$ cat src/sv/dq_pkg.sv
// Shared types and constants for the bounded deque.
`timescale 1ns / 1ps

package dq_pkg;

    localparam int DATA_W = 32;
    localparam int CAP_W  = 5;
    localparam logic [CAP_W-1:0] CAP_RESET = 5'd16;

    // Operation codes carried in the request kind field
    typedef enum logic [1:0] {
        OP_PUSH_LEFT  = 2'd0,
        OP_PUSH_RIGHT = 2'd1,
        OP_POP_LEFT   = 2'd2,
        OP_POP_RIGHT  = 2'd3
    } op_t;

    // Response status codes
    typedef enum logic [1:0] {
        ST_PUSHED = 2'd0,
        ST_FULL   = 2'd1,
        ST_POPPED = 2'd2,
        ST_EMPTY  = 2'd3
    } status_t;

    // Side codes
    localparam logic SIDE_LEFT  = 1'b0;
    localparam logic SIDE_RIGHT = 1'b1;

    // Control broadcast to a whole chain of cells
    typedef struct packed {
        logic shift_up;    // every cell takes its lower neighbor
        logic shift_down;  // every cell takes its upper neighbor
        logic load_end;    // the cell entering at the open end loads new data
        logic write_en;    // one addressed cell loads new data in place
    } chain_ctrl_t;

    // Control seen by one cell
    typedef struct packed {
        logic shift_up;
        logic shift_down;
        logic load_end;
        logic write_hit;
    } cell_ctrl_t;

endpackage

$ cat src/sv/dq_if.sv
// Channel interfaces: request, response and capacity write.
`timescale 1ns / 1ps

interface dq_req_if import dq_pkg::*; ();
    logic                     valid;
    logic                     ready;
    logic [1:0]               kind;
    logic signed [DATA_W-1:0] push_value;

    modport source (output valid, kind, push_value, input ready);
    modport sink   (input valid, kind, push_value, output ready);
endinterface

interface dq_rsp_if import dq_pkg::*; ();
    logic                     valid;
    logic                     ready;
    logic [1:0]               status;
    logic                     side;
    logic signed [DATA_W-1:0] result_value;

    modport source (output valid, status, side, result_value, input ready);
    modport sink   (input valid, status, side, result_value, output ready);
endinterface

interface dq_cfg_if import dq_pkg::*; ();
    logic             valid;
    logic             ready;
    logic [CAP_W-1:0] capacity;

    modport source (output valid, capacity, input ready);
    modport sink   (input valid, capacity, output ready);
endinterface

$ cat src/sv/bounded_deque_core.sv
// Bounded deque top level: two cell chains, counter, capacity and response register.
// A response is registered in the cycle after its request transaction.
// Throughput: one transaction per cycle; the response register may be refilled in the
//   cycle it drains, so only a stalled response consumer holds off requests.
// Both chains keep the same entries: one packed at the low end, one at the high end,
//   so both deque ends are always read from fixed cells.
// Reset (async, active low): empty, capacity 16, no response pending; cells are not cleared.
`timescale 1ns / 1ps

module bounded_deque_core
    import dq_pkg::*;
#(
    parameter int DEPTH = 16
)
(
    input  logic      clk,
    input  logic      rst_n,
    dq_req_if.sink    req,
    dq_rsp_if.source  rsp,
    dq_cfg_if.sink    cfg
);

    localparam int IW    = (DEPTH > 1) ? $clog2(DEPTH) : 1;
    localparam int CW    = $clog2(DEPTH + 1);
    localparam int CMP_W = (CW > CAP_W) ? CW : CAP_W;

    logic [CW-1:0]     count_reg;
    logic [CW-1:0]     count_next;
    logic [CAP_W-1:0]  capacity_reg;
    logic              rsp_valid_reg;
    status_t           status_reg;
    status_t           status_next;
    logic              side_reg;
    logic [DATA_W-1:0] value_reg;
    logic [DATA_W-1:0] value_next;

    logic              fire;
    op_t               op;
    logic              full;
    logic              empty;
    chain_ctrl_t       lo_ctrl;
    chain_ctrl_t       hi_ctrl;
    logic [IW-1:0]     lo_widx;
    logic [IW-1:0]     hi_widx;
    logic [DATA_W-1:0] lo_first;
    logic [DATA_W-1:0] lo_last;
    logic [DATA_W-1:0] hi_first;
    logic [DATA_W-1:0] hi_last;

    assign fire      = req.valid && req.ready;
    assign op        = op_t'(req.kind);
    assign req.ready = !rsp_valid_reg || rsp.ready;
    assign cfg.ready = 1'b1;

    // Full when count reaches the capacity register or the physical depth
    assign full  = (CMP_W'(count_reg) >= CMP_W'(capacity_reg)) || (count_reg == CW'(DEPTH));
    assign empty = (count_reg == '0);

    // Chain control, counter and response next values
    always_comb
    begin
        lo_ctrl     = '0;
        hi_ctrl     = '0;
        lo_widx     = count_reg[IW-1:0];
        hi_widx     = IW'(DEPTH - 1) - count_reg[IW-1:0];
        count_next  = count_reg;
        status_next = status_reg;
        value_next  = value_reg;
        if (fire)
        begin
            case (op)
                OP_PUSH_LEFT, OP_PUSH_RIGHT:
                begin
                    if (full)
                    begin
                        status_next = ST_FULL;
                        value_next  = '0;
                    end
                    else
                    begin
                        status_next = ST_PUSHED;
                        value_next  = req.push_value;
                        count_next  = count_reg + CW'(1);
                        if (op == OP_PUSH_LEFT)
                        begin
                            lo_ctrl.shift_up   = 1'b1;
                            lo_ctrl.load_end   = 1'b1;
                            hi_ctrl.write_en   = 1'b1;
                        end
                        else
                        begin
                            lo_ctrl.write_en   = 1'b1;
                            hi_ctrl.shift_down = 1'b1;
                            hi_ctrl.load_end   = 1'b1;
                        end
                    end
                end
                OP_POP_LEFT, OP_POP_RIGHT:
                begin
                    if (empty)
                    begin
                        status_next = ST_EMPTY;
                        value_next  = '0;
                    end
                    else
                    begin
                        status_next = ST_POPPED;
                        count_next  = count_reg - CW'(1);
                        if (op == OP_POP_LEFT)
                        begin
                            value_next         = lo_first;
                            lo_ctrl.shift_down = 1'b1;
                        end
                        else
                        begin
                            value_next         = hi_last;
                            hi_ctrl.shift_up   = 1'b1;
                        end
                    end
                end
                default:
                begin
                    status_next = ST_EMPTY;
                    value_next  = '0;
                end
            endcase
        end
    end

    // Chain packed toward cell 0 (left end at cell 0)
    dq_chain #(
        .DEPTH (DEPTH)
    ) u_lo_chain (
        .clk        (clk),
        .ctrl       (lo_ctrl),
        .write_idx  (lo_widx),
        .new_data   (req.push_value),
        .first_data (lo_first),
        .last_data  (lo_last)
    );

    // Chain packed toward the top cell (right end at the top cell)
    dq_chain #(
        .DEPTH (DEPTH)
    ) u_hi_chain (
        .clk        (clk),
        .ctrl       (hi_ctrl),
        .write_idx  (hi_widx),
        .new_data   (req.push_value),
        .first_data (hi_first),
        .last_data  (hi_last)
    );

    // Control state
    always_ff @(posedge clk or negedge rst_n)
    begin
        if (!rst_n)
        begin
            count_reg     <= '0;
            capacity_reg  <= CAP_RESET;
            rsp_valid_reg <= 1'b0;
        end
        else
        begin
            count_reg <= count_next;
            if (cfg.valid && cfg.ready)
            begin
                capacity_reg <= cfg.capacity;
            end
            if (fire)
            begin
                rsp_valid_reg <= 1'b1;
            end
            else if (rsp.ready)
            begin
                rsp_valid_reg <= 1'b0;
            end
        end
    end

    // Response payload
    always_ff @(posedge clk)
    begin
        status_reg <= status_next;
        value_reg  <= value_next;
        if (fire)
        begin
            side_reg <= req.kind[0];
        end
    end

    assign rsp.valid        = rsp_valid_reg;
    assign rsp.status       = status_reg;
    assign rsp.side         = side_reg;
    assign rsp.result_value = value_reg;

`ifndef SYNTHESIS
    // Entry count never passes the physical depth
    a_count_bound: assert property (@(posedge clk) disable iff (!rst_n)
        count_reg <= CW'(DEPTH))
        else $error("entry count above depth");

    // Every request transaction yields a pending response next cycle
    a_rsp_follows: assert property (@(posedge clk) disable iff (!rst_n)
        fire |=> rsp.valid)
        else $error("response missing after request");

    // Counter advances on each push that is not refused as full
    a_count_push: assert property (@(posedge clk) disable iff (!rst_n)
        fire && (op == OP_PUSH_LEFT || op == OP_PUSH_RIGHT) && !full
        |=> count_reg == $past(count_reg) + CW'(1))
        else $error("count not advanced on push");

    // Zero capacity refuses every push
    a_zero_cap: assert property (@(posedge clk) disable iff (!rst_n)
        fire && (capacity_reg == '0) && (op == OP_PUSH_LEFT || op == OP_PUSH_RIGHT)
        |=> status_reg == ST_FULL)
        else $error("push accepted with zero capacity");

    // At physical depth both chains line up cell for cell
    a_chains_agree: assert property (@(posedge clk) disable iff (!rst_n)
        (count_reg == CW'(DEPTH)) |-> (lo_first == hi_first) && (lo_last == hi_last))
        else $error("chains disagree when full");
`endif

endmodule

$ cat src/sv/dq_cell.sv
// One storage cell of a shifting chain: holds one entry.
`timescale 1ns / 1ps

module dq_cell
    import dq_pkg::*;
#(
    parameter bit FIRST = 1'b0,
    parameter bit LAST  = 1'b0
)
(
    input  logic              clk,
    input  cell_ctrl_t        ctrl,
    input  logic [DATA_W-1:0] lo_data,
    input  logic [DATA_W-1:0] hi_data,
    input  logic [DATA_W-1:0] new_data,
    output logic [DATA_W-1:0] data
);

    logic [DATA_W-1:0] data_reg;
    logic [DATA_W-1:0] data_next;

    // Select source: in-place write, shift from a neighbor, new data loaded at the end, or hold
    always_comb
    begin
        data_next = data_reg;
        if (ctrl.write_hit)
        begin
            data_next = new_data;
        end
        else if (ctrl.shift_up)
        begin
            if (FIRST)
            begin
                if (ctrl.load_end)
                begin
                    data_next = new_data;
                end
            end
            else
            begin
                data_next = lo_data;
            end
        end
        else if (ctrl.shift_down)
        begin
            if (LAST)
            begin
                if (ctrl.load_end)
                begin
                    data_next = new_data;
                end
            end
            else
            begin
                data_next = hi_data;
            end
        end
    end

    // Payload only, no reset
    always_ff @(posedge clk)
    begin
        data_reg <= data_next;
    end

    assign data = data_reg;

endmodule

$ cat src/sv/dq_chain.sv
// Row of deque cells with neighbor shifting and one addressed write.
`timescale 1ns / 1ps

module dq_chain
    import dq_pkg::*;
#(
    parameter int DEPTH = 16,
    localparam int IW   = (DEPTH > 1) ? $clog2(DEPTH) : 1
)
(
    input  logic              clk,
    input  chain_ctrl_t       ctrl,
    input  logic [IW-1:0]     write_idx,
    input  logic [DATA_W-1:0] new_data,
    output logic [DATA_W-1:0] first_data,
    output logic [DATA_W-1:0] last_data
);

    logic [DATA_W-1:0] cell_data [DEPTH];

    genvar i;
    generate
        for (i = 0; i < DEPTH; i++)
        begin : g_cell
            cell_ctrl_t        cc;
            logic [DATA_W-1:0] lo;
            logic [DATA_W-1:0] hi;

            // Local decode of the broadcast control
            assign cc.shift_up   = ctrl.shift_up;
            assign cc.shift_down = ctrl.shift_down;
            assign cc.load_end   = ctrl.load_end;
            assign cc.write_hit  = ctrl.write_en && (write_idx == IW'(i));

            if (i == 0)
            begin : g_lo_end
                assign lo = cell_data[i];
            end
            else
            begin : g_lo_mid
                assign lo = cell_data[i-1];
            end

            if (i == DEPTH - 1)
            begin : g_hi_end
                assign hi = cell_data[i];
            end
            else
            begin : g_hi_mid
                assign hi = cell_data[i+1];
            end

            dq_cell #(
                .FIRST (i == 0),
                .LAST  (i == DEPTH - 1)
            ) u_cell (
                .clk      (clk),
                .ctrl     (cc),
                .lo_data  (lo),
                .hi_data  (hi),
                .new_data (new_data),
                .data     (cell_data[i])
            );
        end
    endgenerate

    assign first_data = cell_data[0];
    assign last_data  = cell_data[DEPTH-1];

endmodule
$ cat src/flat_wrapper.sv
// flat-port wrapper written by rule: the top's interface ports become plain ports
module bounded_deque_core_flat import dq_pkg::*;
#(
    parameter int DEPTH = 16
)
  (clk, rst_n, req_valid, req_kind, req_push_value, req_ready, rsp_valid, rsp_status, rsp_side, rsp_result_value, rsp_ready, cfg_valid, cfg_capacity, cfg_ready);
  dq_req_if req_i ();
  dq_rsp_if rsp_i ();
  dq_cfg_if cfg_i ();
  input  logic clk;
  input  logic rst_n;
  input wire logic [$bits(req_i.valid)-1:0] req_valid;
  input wire logic [$bits(req_i.kind)-1:0] req_kind;
  input wire logic [$bits(req_i.push_value)-1:0] req_push_value;
  output wire logic [$bits(req_i.ready)-1:0] req_ready;
  output wire logic [$bits(rsp_i.valid)-1:0] rsp_valid;
  output wire logic [$bits(rsp_i.status)-1:0] rsp_status;
  output wire logic [$bits(rsp_i.side)-1:0] rsp_side;
  output wire logic [$bits(rsp_i.result_value)-1:0] rsp_result_value;
  input wire logic [$bits(rsp_i.ready)-1:0] rsp_ready;
  input wire logic [$bits(cfg_i.valid)-1:0] cfg_valid;
  input wire logic [$bits(cfg_i.capacity)-1:0] cfg_capacity;
  output wire logic [$bits(cfg_i.ready)-1:0] cfg_ready;
  assign req_i.valid = req_valid;
  assign req_i.kind = req_kind;
  assign req_i.push_value = req_push_value;
  assign req_ready = req_i.ready;
  assign rsp_valid = rsp_i.valid;
  assign rsp_status = rsp_i.status;
  assign rsp_side = rsp_i.side;
  assign rsp_result_value = rsp_i.result_value;
  assign rsp_i.ready = rsp_ready;
  assign cfg_i.valid = cfg_valid;
  assign cfg_i.capacity = cfg_capacity;
  assign cfg_ready = cfg_i.ready;
  bounded_deque_core #(.DEPTH(DEPTH)) u_core (.clk(clk), .rst_n(rst_n), .req(req_i), .rsp(rsp_i), .cfg(cfg_i));
endmodule
$ cat config.mk
export PLATFORM = sky130hd
export DESIGN_NAME = bounded_deque_core_flat
export DESIGN_NICKNAME = d
export VERILOG_FILES = /design/src/sv/dq_pkg.sv /design/src/sv/dq_if.sv /design/src/sv/bounded_deque_core.sv /design/src/sv/dq_cell.sv /design/src/sv/dq_chain.sv /design/src/flat_wrapper.sv
export SDC_FILE = /design/constraint.sdc
export NUM_CORES = 2
export LEC_CHECK = 0
export BUFFER_PORTS_ARGS = -buffer_cell sky130_fd_sc_hd__buf_2
export CORE_ASPECT_RATIO = 1.4
export CORE_MARGIN = 2
export CORE_UTILIZATION = 45
export CTS_CLUSTER_SIZE = 8
export DETAILED_ROUTE_END_ITERATION = 6
export HOLD_SLACK_MARGIN = 0.12
export SLEW_MARGIN = 25
export SYNTH_ARGS = -nofsm -noshare
export SYNTH_HDL_FRONTEND = slang
export SYNTH_SLANG_ARGS = --single-unit
export TNS_END_PERCENT = 30
$ cat constraint.sdc
create_clock -name clk -period 7.3 [get_ports clk]
set_clock_uncertainty 0.15 [all_clocks]
set_input_delay 0.365 -clock clk [delete_from_list [all_inputs] [get_ports clk]]
set_output_delay 0.365 -clock clk [all_outputs]
set_load 0.05 [all_outputs]
* Yosys cells after proc, flatten, opt, wreduce, memory -nomap -nowiden *
Cells that the tools add are included.

cells by class
  add/subtract/negate cells = 3
  $lt $le $gt $ge = 1
  equal/unequal tests = 38
  mux-type cells = 127
  reduce and logical (&&, ||, !) cells = 82

operator list
  kind                                                  number
  two-way mux 32 bit                                    101
  nonzero test 3 bit                                    34
  equality test 4 bit (second input constant)           16
  one-hot mux 32 bit (2 select lines)                   1
  logical AND 1 bit                                     33
  equality test 4 x 3 -> 1 bit (second input constant)  8
  equality test 4 x 2 -> 1 bit (second input constant)  4
  two-way mux 1 bit                                     14
  two-way mux 5 bit                                     2
  one-hot mux 5 bit (2 select lines)                    1
  equality test 4 x 1 -> 1 bit (second input constant)  2
  zero test 4 bit                                       2
  two-way mux 4 bit                                     2
  AND reduction 2 bit                                   4
  two-way mux 2 bit                                     3
  two-way mux 3 bit                                     2
  != test 3 bit (second input constant)                 2
  adder 5 x 1 -> 5 bit (second input constant)          1
  equality test 5 bit (second input constant)           1
  greater-or-equal comparator 5 bit                     1
  zero test 5 bit                                       1
  subtractor 5 x 1 -> 5 bit (second input constant)     1
  equality test 2 bit (second input constant)           2
  != test 2 bit (second input constant)                 2
  9 further kinds                                       11

word-level totals
  flip-flop bits (word level) = 1070
  bits of input ports = 44
  output and inout port bits = 38
  logic and storage cells = 289

* Depth between registers and ports, before layout *
  word-level depth = 9
  mapped depth = 12
  mapped depth without buffers = 7

* Cells and area by module *
From an unflattened synthesis, not the netlist that was laid out.

second synthesis, totals
  cell total of the unflattened synthesis = 4473
  area total of the unflattened synthesis = 55555.8 um^2

by module, submodules not included
  module                                             instances  cells an instance  area each (um^2)  seq. area each (um^2)
  dq_cell (u_core.u_hi_chain.g_cell[10].u_cell ...)  28         140                1672.9            960.9
  dq_cell (u_core.u_hi_chain.g_cell[15].u_cell ...)  2          70                 1527.7            960.9
  dq_cell (u_core.u_hi_chain.g_cell[0].u_cell ...)   2          70                 1465.2            960.9
  bounded_deque_core                                 1          227                2494.9            1327.5
  dq_chain                                           2          23                 117.6             0.0

* Least setup slack after synthesis *
OpenSTA, ideal clock, no wires.

  path type = reg2reg
  start point = register u_core.rsp_valid_reg (netlist: u_core.rsp.valid)
  end point = register u_core.u_lo_chain.g_cell[0].u_cell.data_reg[0], enable pin
  setup time = 0.511 ns
  arrival time = 4.848 ns
  required time = 6.639 ns
  slack = 1.791 ns
  stages on the path, launching flop included = 5
  path buffers = 0
  period minus slack after synthesis = 5.509 ns
  cell sequence = dfrtp_1 nor2b_1 nor3_2 o21ai_0 o41ai_1

between the ends
  word-level cells in the longest chain between the ends = 7
  elaborated cells on any way between the ends = 8
  those cells by class = eq/ne (1); mux (1); reduce/logical (6)

ends and longest elaborated chain
  what                                                                         line                       text
  from (decl)                                                                  bounded_deque_core.sv:30   logic rsp_valid_reg;
  from (signal assigned)                                                       bounded_deque_core.sv:161  rsp_valid_reg <= 1'b0;
  from (signal assigned)                                                       bounded_deque_core.sv:172  rsp_valid_reg <= 1'b1;
  from (signal assigned)                                                       bounded_deque_core.sv:176  rsp_valid_reg <= 1'b0;
  zero test 1 bit *                                                            bounded_deque_core.sv:52   assign req.ready = !rsp_valid_reg || rsp.ready;
  logical OR 1 bit *                                                           bounded_deque_core.sv:52
  logical AND 1 bit *                                                          bounded_deque_core.sv:50   assign fire = req.valid && req.ready;
  two-way mux 4 bit *                                                          bounded_deque_core.sv:69   if (fire)
  logical AND 1 bit                                                            dq_chain.sv:33             assign cc.write_hit = ctrl.write_en && (write_idx == IW'(i));
  != test 3 bit (no source line) / nonzero test 3 bit (equally long branches)  n/a
  AND reduction 2 bit (no source line) *                                       n/a
  to (signal assigned)                                                         dq_cell.sv:63              data_reg <= data_next;
  to (decl)                                                                    dq_cell.sv:19              logic [DATA_W-1:0] data_reg;

Mark *: on every way between the ends. The rest lies on a longest branch, timed or not.
A chain may end at the register's enable or synchronous reset.

* Final worst setup path *
  start point = register u_core.capacity_reg[4]
  end point = register u_core.u_hi_chain.g_cell[1].u_cell.data_reg[26], enable pin

between the ends
  word-level cells in the longest chain between the ends = 7

ends and longest elaborated chain
  what                                   line                       text
  from (decl)                            bounded_deque_core.sv:29   logic [CAP_W-1:0] capacity_reg;
  from (signal assigned)                 bounded_deque_core.sv:168  capacity_reg <= cfg.capacity;
  greater-or-equal comparator 5 bit *    bounded_deque_core.sv:56   assign full = (CMP_W'(count_reg) >= CMP_W'(capacity_reg)) || (count_reg == CW'(DEPTH));
  logical OR 1 bit *                     bounded_deque_core.sv:56
  two-way mux 3 bit *                    bounded_deque_core.sv:74   if (full)
  two-way mux 3 bit *                    bounded_deque_core.sv:71   case (op)
  two-way mux 4 bit *                    bounded_deque_core.sv:69
  logical AND 1 bit                      dq_chain.sv:33
  nonzero test 3 bit (no source line) *  n/a
  to (signal assigned)                   dq_cell.sv:63
  to (decl)                              dq_cell.sv:19

Marked as above.

==> results.py <==
metrics = {
    "setup_path": {
        "cp_num_cells": 7,
        "crit_chain": "inv_1 > ha_1 > a211oi_4 > nand3_1 > a211oi_4 > buf_4 > nand2b_2",
        "cp_common_cell": "a211oi_4",
        "timing.rr.start": "u_core.capacity_reg[4]",
        "required_ns": 7.52,
        "slowest_stage": "nand2b_2",
        "r2r_cells": 7,
        "slowest_delay_ns": 0.83,
        "critPathLaunchType": "flop",
        "cp.arrival_ns": 4.86,
        "setup.worst_path.end_class": "flop",
        "path_max_fanout": 65,
        "critPathBufInv": 2,
        "r2r_slack_ns": 2.65,
        "crit_type": "reg2reg",
        "cp_top_family": "simple AND/OR/NAND/NOR gates",
        "r2r_end": "u_core.u_hi_chain.g_cell[1].u_cell.data[26]",
    },
    "power": {
        "pwr-share-seq_pct": 47.5,
        "internal_power_mw": 12.1,
        "p_leak_nw": 19.2,
        "switching_share_pct": 26.2,
        "p_per_area_nw_per_um2": 270,
        "p_sw_mw": 4.29,
        "clock_power_share_pct": 38.6,
        "p_comb_share_pct": 13.9,
        "peakVddDrop_mv": 0.163,
    },
    "yosys": {
        "yosys.area.top_type": "edfxtp_1",
        "yosys_warnings": 0,
        "synth_top_area_share_pct": 58.7,
        "syn_avg_cell_area_um2": 11.7,
        "synth.net_count": 4695,
        "ys_seq_elements": 1070,
        "synth_area_leaders": "edfxtp_1 (59%), mux2i_1 (12%), mux2_2 (7.2%)",
        "synth-edff-count": 1059,
        "yosysSeqAreaShare_pct": 59.2,
        "syn_area_um2": 54200,
        "synthCells": 4642,
        "async_flop_share_pct": 1.03,
        "synthDistinctLibCells": 51,
        "synth-main-ff-cell": "edfxtp_1",
    },
    "final_layout": {
        "final_common_cell": "edfxtp_1",
        "final_cell_mix": "edfxtp_1 (1059), nand2_1 (857), mux2i_1 (672)",
        "area_growth_pct": 11.8,
        "n_antenna_cell": 0,
        "design_area_um2": 60600,
        "final_nets": 4628,
        "layout-drive-gt1-share_pct": 15.9,
    },
    "clocking": {
        "clk_pin_slew_worst_paths_ns": 0.05,
        "h-tree-depth": 4,
        "clock_path_buffers": 3,
        "post_cts_buffers": 0,
        "cts_tree": "built",
        "clock-sinks": 1070,
        "insertion_delay_ns": 0.76,
        "cts_buffers": 151,
        "cts_root_buf": "clkbuf_16",
    },
    "hold_path": {
        "holdPathEnd": "u_core.u_hi_chain.g_cell[12].u_cell.data[6]",
        "min_path_type": "in2reg",
        "min_path_cells": 3,
        "hp-start": "req_push_value[6]",
    },
    "global_route": {
        "grt_usage_pct": 19.5,
        "antenna_found_initial": 1,
        "overflow": 0,
        "grt_max_degree": 139,
        "grt_first_pass_wirelength_um": 194000,
        "first_global_vias": 33336,
    },
    "floorplanning": {
        "boundaryPins": 82,
        "core_um2": 119000,
        "die_h_um": 414,
        "row_count": 150,
        "die-area_um2": 123000,
        "die-width_um": 297,
        "start_util_pct": 45.4,
    },
    "sta": {
        "slew_viol_final": 0,
        "tightest_slew_ns": 1.05,
        "hold_viol_final": 0,
        "setup_violations": 0,
        "finalSetupTns_ns": 0,
        "rsz0062_at_grt": "false",
        "period_needed_ns": 4.65,
        "fmax_mhz": 215,
        "fin_crit_sh_pct": 63.7,
        "slew_headroom_pct": 29.4,
    },
    "detailed_routing": {
        "drt_first_pass_iters": 7,
        "num_vias": 34192,
        "viasPerCell": 5.52,
        "wire_per_inst_um": 19.7,
        "drt_drc_violations_left": 1,
        "ant_nets": 0,
        "drt_iter0_markers": 3026,
        "wirelength_um": 122000,
    },
    "placement": {
        "gp_congestion": 0.776,
        "place_area_um2": 56000,
        "dp_hpwl_um": 80100,
        "io_buffers": 80,
    },
    "flow_run": {
        "maxCapViolCount": 0,
    },
    "run_status": {
        "failed_checks": "DRC",
        "outcome": "finished, violations left",
    },
}
cells in the mapped netlist, types with 9 or more instances:
| cell | instances |
|---|---|
| a31oi_1 | 129 |
| dfrtp_1 | 10 |
| edfxtp_1 | 1059 |
| a21oi_1 | 198 |
| nor2_1 | 329 |
| mux2_1 | 9 |
| nand2_1 | 857 |
| mux2i_1 | 672 |
| inv_1 | 9 |
| o21ai_0 | 490 |
| a211oi_1 | 12 |
| nand2b_1 | 18 |
| clkbuf_1 | 324 |
| buf_2 | 94 |
| mux2_2 | 347 |
per-layer routing:
| layer | share of wire [%] | track usage, % |
|---|---|---|
| met5 | 0 | 0 |
| met4 | 1.9 | 5.17 |
| met3 | 4.4 | 3.25 |
| met2 | 48 | 32.3 |
| met1 | 46 | 26.6 |
logic make-up after synthesis:
kind of cell / count (synthesis) / synth area share (%)
adder cells (fa/ha/maj): 9 / 0.222
AND/OR/NAND/NOR: 1231 / 8.76
other: 1 / 0.00692
AO/OA/AOI/OAI: 863 / 8.62
XOR/XNOR: 5 / 0.0809
flip-flops: 1070 / 59.2
multiplexers: 1028 / 19.8
buffers and inverters: 435 / 3.27
power groups by stage:
stage	Sequential (mW)	Combinational, mW	Clock, mW
finish	7.78	2.27	6.32
global placement	7.87	2.17	0
CTS	7.77	2.28	6.49
global route	7.82	2.48	6.70
detailed placement	7.89	2.26	0
floorplan	7.83	1.53	0
worst reg2reg max path, stage by stage (launching register included):
cell and delay (ns):
dfstp_2 0.52, inv_1 0.05, ha_1 0.36, a211oi_4 0.67, nand3_1 0.67, a211oi_4 0.43
buf_4 0.52, nand2b_2 0.84
worst max-delay path by stage:
stage	start	to
2_1_floorplan	u_core.rsp.valid	u_core.u_lo_chain.g_cell[0].u_cell.data[0]
4_1_cts	u_core.capacity_reg[4]	u_core.u_hi_chain.g_cell[1].u_cell.data[27]
6_report	u_core.capacity_reg[4]	u_core.u_hi_chain.g_cell[1].u_cell.data[26]
5_1_grt	u_core.capacity_reg[4]	u_core.u_hi_chain.g_cell[1].u_cell.data[26]
3_3_place_gp	u_core.capacity_reg[4]	u_core.u_hi_chain.g_cell[1].u_cell.data[28]
3_5_place_dp	u_core.capacity_reg[4]	u_core.u_hi_chain.g_cell[1].u_cell.data[26]
area by class of cell:
class	count	area, µm²
clock inverter	8	88.8
inverter	9	33.8
tap	1596	2000
multi-input combinational	3137	20800
clock buffer	172	4010
fill	10405	58800
timing repair buffer	206	1560
sequential	1070	32100
timing repair:
action / in CTS / in global routing
setup endpoints to repair: 0 / 0
hold buffers: 43 / 0
hold endpoints to repair: 391 / 0
gates resized for setup: 0 / 0
metrics by stage:
stage               power, mW  cells  util (%)  hold slack [ns]  setup WS (ns)
finish                   16.4   6198      50.7            0.166           2.65
global route             17.0   6198      50.7            0.161           2.48
CTS                      16.5   6198      50.7            0.120           2.61
detailed placement       10.1   5975      46.9           0.0974           2.63
global placement         10.0   5973      46.9           0.0991           2.70
floorplan                9.36   4642         -          -0.0806           1.79
No activity file was read; power rests on OpenSTA's default activity.
